[src/rtl/ntt_pkg.sv]
// Shared types and constants for the number theoretic transform block.
package ntt_pkg;

	localparam int MAX_LENGTH_DEF = 64;
	localparam int WORD_WIDTH_DEF = 64;
	localparam int LEN_CFG_W      = 7;
	localparam int INDEX_W        = 6;
	localparam int CFG_IDX_W      = 2;

	localparam logic [CFG_IDX_W-1:0] CFG_MODULUS   = 2'd0;
	localparam logic [CFG_IDX_W-1:0] CFG_GENERATOR = 2'd1;
	localparam logic [CFG_IDX_W-1:0] CFG_LENGTH    = 2'd2;
	localparam logic [CFG_IDX_W-1:0] CFG_INVERSE   = 2'd3;

	localparam longint unsigned MODULUS_RST   = 64'd998244353;
	localparam longint unsigned GENERATOR_RST = 64'd3;
	localparam logic [LEN_CFG_W-1:0] LENGTH_RST = 7'd64;

	typedef enum logic [1:0] {
		OP_MUL,
		OP_DIV
	} mop_t;

	typedef struct packed {
		logic start;
		mop_t op;
	} mreq_t;

	typedef enum logic [4:0] {
		S_IDLE,
		S_ZERO,
		S_GRED,
		S_LRED,
		S_PCHK,
		S_PMR,
		S_PSQ,
		S_DIV,
		S_ROW,
		S_RD,
		S_XRED,
		S_PROD,
		S_TW,
		S_SCL,
		S_EMIT,
		S_WN
	} state_t;

	typedef enum logic [1:0] {
		P_SCALE,
		P_GINV,
		P_ROOT
	} pret_t;

endpackage

[src/rtl/ntt_mod_unit.sv]
// Bit-serial modular multiplier and small restoring divider, one bit per cycle.
module ntt_mod_unit #(
	parameter int W = ntt_pkg::WORD_WIDTH_DEF
) (
	input  logic            clk,
	input  logic            arst_n,
	input  ntt_pkg::mreq_t  req,
	input  logic [W-1:0]    a,
	input  logic [W-1:0]    b,
	input  logic [W-1:0]    m,
	output logic            done,
	output logic [W-1:0]    result
);
	import ntt_pkg::*;

	localparam int CW = $clog2(W);

	logic          busy_q, done_q;
	logic [CW-1:0] cnt_q;
	logic [W-1:0]  r_q, b_q, a_q, m_q;
	mop_t          op_q;
	logic [W-1:0]  r2, r_nx, t;
	logic          ge;

	// x + y mod m, both below m
	function automatic logic [W-1:0] addm(input logic [W-1:0] x, y, mm);
		logic [W-1:0] room;
		room = mm - y;
		return (x >= room) ? (x - room) : (x + y);
	endfunction

	always_comb begin
		r2   = addm(r_q, r_q, m_q);
		t    = {r_q[W-2:0], b_q[W-1]};
		ge   = (t >= m_q);
		r_nx = b_q[W-1] ? addm(r2, a_q, m_q) : r2;
	end

	always_ff @(posedge clk or negedge arst_n) begin
		if (!arst_n) begin
			busy_q <= 1'b0;
			done_q <= 1'b0;
			cnt_q  <= '0;
		end else begin
			done_q <= 1'b0;
			if (req.start && !busy_q) begin
				busy_q <= 1'b1;
				cnt_q  <= CW'(W - 1);
			end else if (busy_q) begin
				cnt_q <= cnt_q - 1'b1;
				if (cnt_q == '0) begin
					busy_q <= 1'b0;
					done_q <= 1'b1;
				end
			end
		end
	end

	always_ff @(posedge clk) begin
		if (req.start && !busy_q) begin
			r_q  <= '0;
			a_q  <= a;
			b_q  <= b;
			m_q  <= m;
			op_q <= req.op;
		end else if (busy_q) begin
			unique case (op_q)
				OP_MUL: begin
					r_q <= r_nx;
					b_q <= {b_q[W-2:0], 1'b0};
				end
				OP_DIV: begin
					r_q <= ge ? (t - m_q) : t;
					b_q <= {b_q[W-2:0], ge};
				end
				default: begin
					r_q <= r_q;
				end
			endcase
		end
	end

	assign done   = done_q;
	assign result = (op_q == OP_DIV) ? b_q : r_q;

endmodule

[config.mk]
export PLATFORM = sky130hd
export DESIGN_NAME = ntt_mod_unit
export DESIGN_NICKNAME = d
export VERILOG_FILES = /design/src/rtl/ntt_pkg.sv /design/src/rtl/ntt_mod_unit.sv
export SDC_FILE = /design/constraint.sdc
export NUM_CORES = 2
export LEC_CHECK = 0
export BUFFER_PORTS_ARGS = -buffer_cell sky130_fd_sc_hd__buf_2
export CAP_MARGIN = 20
export CORE_UTILIZATION = 50
export DETAILED_ROUTE_END_ITERATION = 10
export GPL_ROUTABILITY_DRIVEN = 0
export GPL_TIMING_DRIVEN = 0
export PLACE_DENSITY = 0.72
export SKIP_LAST_GASP = 1
export SYNTH_ARGS = -nofsm -noshare
export SYNTH_HDL_FRONTEND = slang
export SYNTH_SLANG_ARGS = --single-unit
[constraint.sdc]
create_clock -name clk -period 12.7 [get_ports clk]
set_input_delay 2.54 -clock clk [delete_from_list [all_inputs] [get_ports clk]]
set_output_delay 2.54 -clock clk [all_outputs]
set_load 0.02 [all_outputs]
==> impl_metrics.toml <==
[logic_synthesis]
ys.flop_type = "edfxtp_1"
synth_seq_cells = 266
syn_inst = 4472
ys_seq_area_share_pct = 21.6
synth_fp_nets = 5036
synth_edf_count = 194
ys_types = 97
netlist_area_um2 = 33800
synthArstFlopShare_pct = 3.01
ys_warn_count = 0
avgSynthCellArea_um2 = 7.55

[timing]
tightestPinTransition_ns = 1.39
grt_setup_unrepaired = "yes"
clock_skew_ns = 0.0292
fin_crit_sh_pct = 98.2
drv_slew = 0
final-hold-violation-count = 0
post-route-min-period_ns = 12.47
setup_violations = 0
slew_headroom_pct = 7.40
fmax_ghz = 0.0802

[setup_path]
crit_arrival_ns = 12.88
cp_num_buf_inv = 7
cp-startpoint = "r_q[1]"
path_depth = 55
reg2reg_to = "r_q[57]"
worstSetupStartpointType = "flip-flop"
cp-endpoint = "r_q[57]"
critPathTopFamily = "compound AO/OA/AOI/OAI gates"
cpMaxStageDelayCell = "dfxtp_2"
timing.rr.start = "r_q[1]"
cp_max_fo = 10
worst_path_largest_cell_delay_ns = 0.44
crit_top_cell = "a21o_1"
crit_required_ns = 13.11
worstRegToRegCells = 55
critPathKind = "flip-flop to flip-flop"
reg2reg_setup_slack_ns = 0.23
endpoint_kind = "flip-flop"

[global_route]
grt_max_degree = 64
grt-ovfl-total = 0
grt_use_total_pct = 38.4
antenna_found_initial = 5
grt_pass1_vias = 33100
grt_pass1_wl_um = 199000

[routing]
drt_wl_total_um = 137000
via_per_inst = 6.52
drt_first_pass_iters = 10
drt_iter0_drc = 5474
ant_nets = 0
avgRoutedWirePerCell_um = 24.2
drc = 0
vias = 37100

[place]
dpl-instance-area_um2 = 36300
io_buffers = 261
post-dp-hpwl_um = 107000
dp_cells = 5606

[cells_and_area]
drive_gt1_share_pct = 9.62
final_common_cell = "nand2_1"
finalNetCount = 5353
fin_area_um2 = 38000
final_cell_mix = "583 x nand2_1, 479 x a21oi_1, 362 x ha_1, 349 x o21ai_0, 298 x inv_1"
areaGrowthSynthToFinish_pct = 12.6
instances_no_fill = 5685
n_fill_cell = 6303

[clock_network]
clock-sinks = 266
clkTransAtPathRegs_ns = 0.06
cts_tree = "built"
ctsHoldBuffers = 0
cts_max_path_buffers = 3
clock_latency_ns = 0.60
htree_levels = 2
cts_root_buf = "clkbuf_16"
cts_buffers = 36

[job]
drv_cap = 0

[floorplan]
num_rows = 94
die_h_um = 262
io_pins = 262
core-area_um2 = 66300
initial_core_util_pct = 50.9
die_w_um = 262
die_area_um2 = 68600

[run_status]
outcome = "complete, no violations"

[hold_path]
hold_path_class = "flip-flop to flip-flop"
## logic make-up (layout without fill, tap and decap cells)
logic type               after synthesis  after routing  share of synthesized area, %
buffers and inverters                464            807                          5.24
XOR/XNOR                             379            379                          9.83
adder cells (fa/ha/maj)              384            384                          14.2
multiplexers                          39             39                          1.23
AND/OR/NAND/NOR                     1354           1354                          18.3
flip-flops                           266            266                          21.6
AO/OA/AOI/OAI                       1586           1586                          29.5
other                                  0              6                             0
## worst reg2reg max path, delay by kind of cell, from the launching register on
family	cells	cell delay (ns)
adder cells (fa/ha/maj)	3	1.00
AO/OA/AOI/OAI	32	6.77
flip-flops	1	0.44
AND/OR/NAND/NOR	11	2.26
XOR/XNOR	2	0.27
buffers and inverters	7	1.54
## flip-flops by register name, indices dropped and copies added, names as in the netlist
name and flops:
cnt_q 6, a_q 64, b_q 64, op_q 2, m_q 64, r_q 64
busy_q 1, done 1
## cell type report
class | count | area [µm²] | area share [%]
sequential | 266 | 7310 | 19.2
clock buffer | 45 | 986 | 2.59
multi-input combinational | 3742 | 25000 | 65.7
tap | 864 | 1080 | 2.84
buffer | 162 | 746 | 1.96
clock inverter | 19 | 216 | 0.569
antenna | 6 | 15.0 | 0.0395
timing repair buffer | 281 | 1580 | 4.16
inverter | 300 | 1130 | 2.96
## what timing repair did
| action | in CTS | in global routing |
|---|---|---|
| resized for setup | 56 | 50 |
| setup endpoints to repair | 64 | 64 |
| gates cloned | 0 | 0 |
| pin swaps | 1 | 7 |
| setup buffers | 1 | 5 |
## Yosys cell counts (52+ instances only)
cell	number	area share, %
a211oi_1	52	1.2
a21o_1	209	4.6
a21oi_1	483	7.2
a31oi_1	53	0.98
and3_1	52	0.96
clkbuf_1	139	1.5
dfxtp_1	64	3.8
edfxtp_1	194	17
ha_1	363	13
inv_1	298	3.3
nand2_1	583	6.5
nand2b_1	65	1.2
nand3_1	98	1.5
nand4_1	61	1.1
nor2_1	282	3.1
nor2b_1	56	1.0
nor3_1	61	0.90
o21ai_0	355	5.3
o21bai_1	59	1.3
xnor2_1	241	6.2
xor2_1	138	3.6
## stage by stage
| step | TNS (ns) | setup WS [ns] | hold WS, ns | utilization [%] |
|---|---|---|---|---|
| global route | -0.0262 | -0.0262 | 0.527 | 57.3 |
| global placement | -161.43 | -3.08 | 0.481 | 54.5 |
| CTS | 0 | 0.0255 | 0.496 | 56.9 |
| detailed placement | -155.57 | -3.07 | 0.483 | 54.8 |
| finish | 0 | 0.230 | 0.497 | 57.4 |
| floorplan | 0 | 2.25 | 0.443 | - |
## worst min-delay path by stage
stage | end | from | slack (ns) | cells past startpoint
finish | done | cnt_q[5] | 0.50 | 1
global route | done | cnt_q[5] | 0.53 | 1
CTS | done | cnt_q[5] | 0.50 | 1
detailed placement | done | cnt_q[5] | 0.48 | 1
global placement | cnt_q[5] | cnt_q[5] | 0.48 | 1
floorplan | done | cnt_q[5] | 0.44 | 1
## metal layers
| metal | wire length, µm | vias to the layer above | GRT usage, % |
|---|---|---|---|
| met4 | 9530 | 2 | 23.0 |
| met3 | 18000 | 569 | 11.8 |
| met2 | 56200 | 2445 | 56.3 |
| li1 | - | 17000 | - |
| met1 | 53600 | 17100 | 49.3 |
| met5 | 11 | - | 0 |
Power is left out: the tool's default activity adds up to more than one toggle a clock period on the data nets, which glitch-free logic cannot reach.
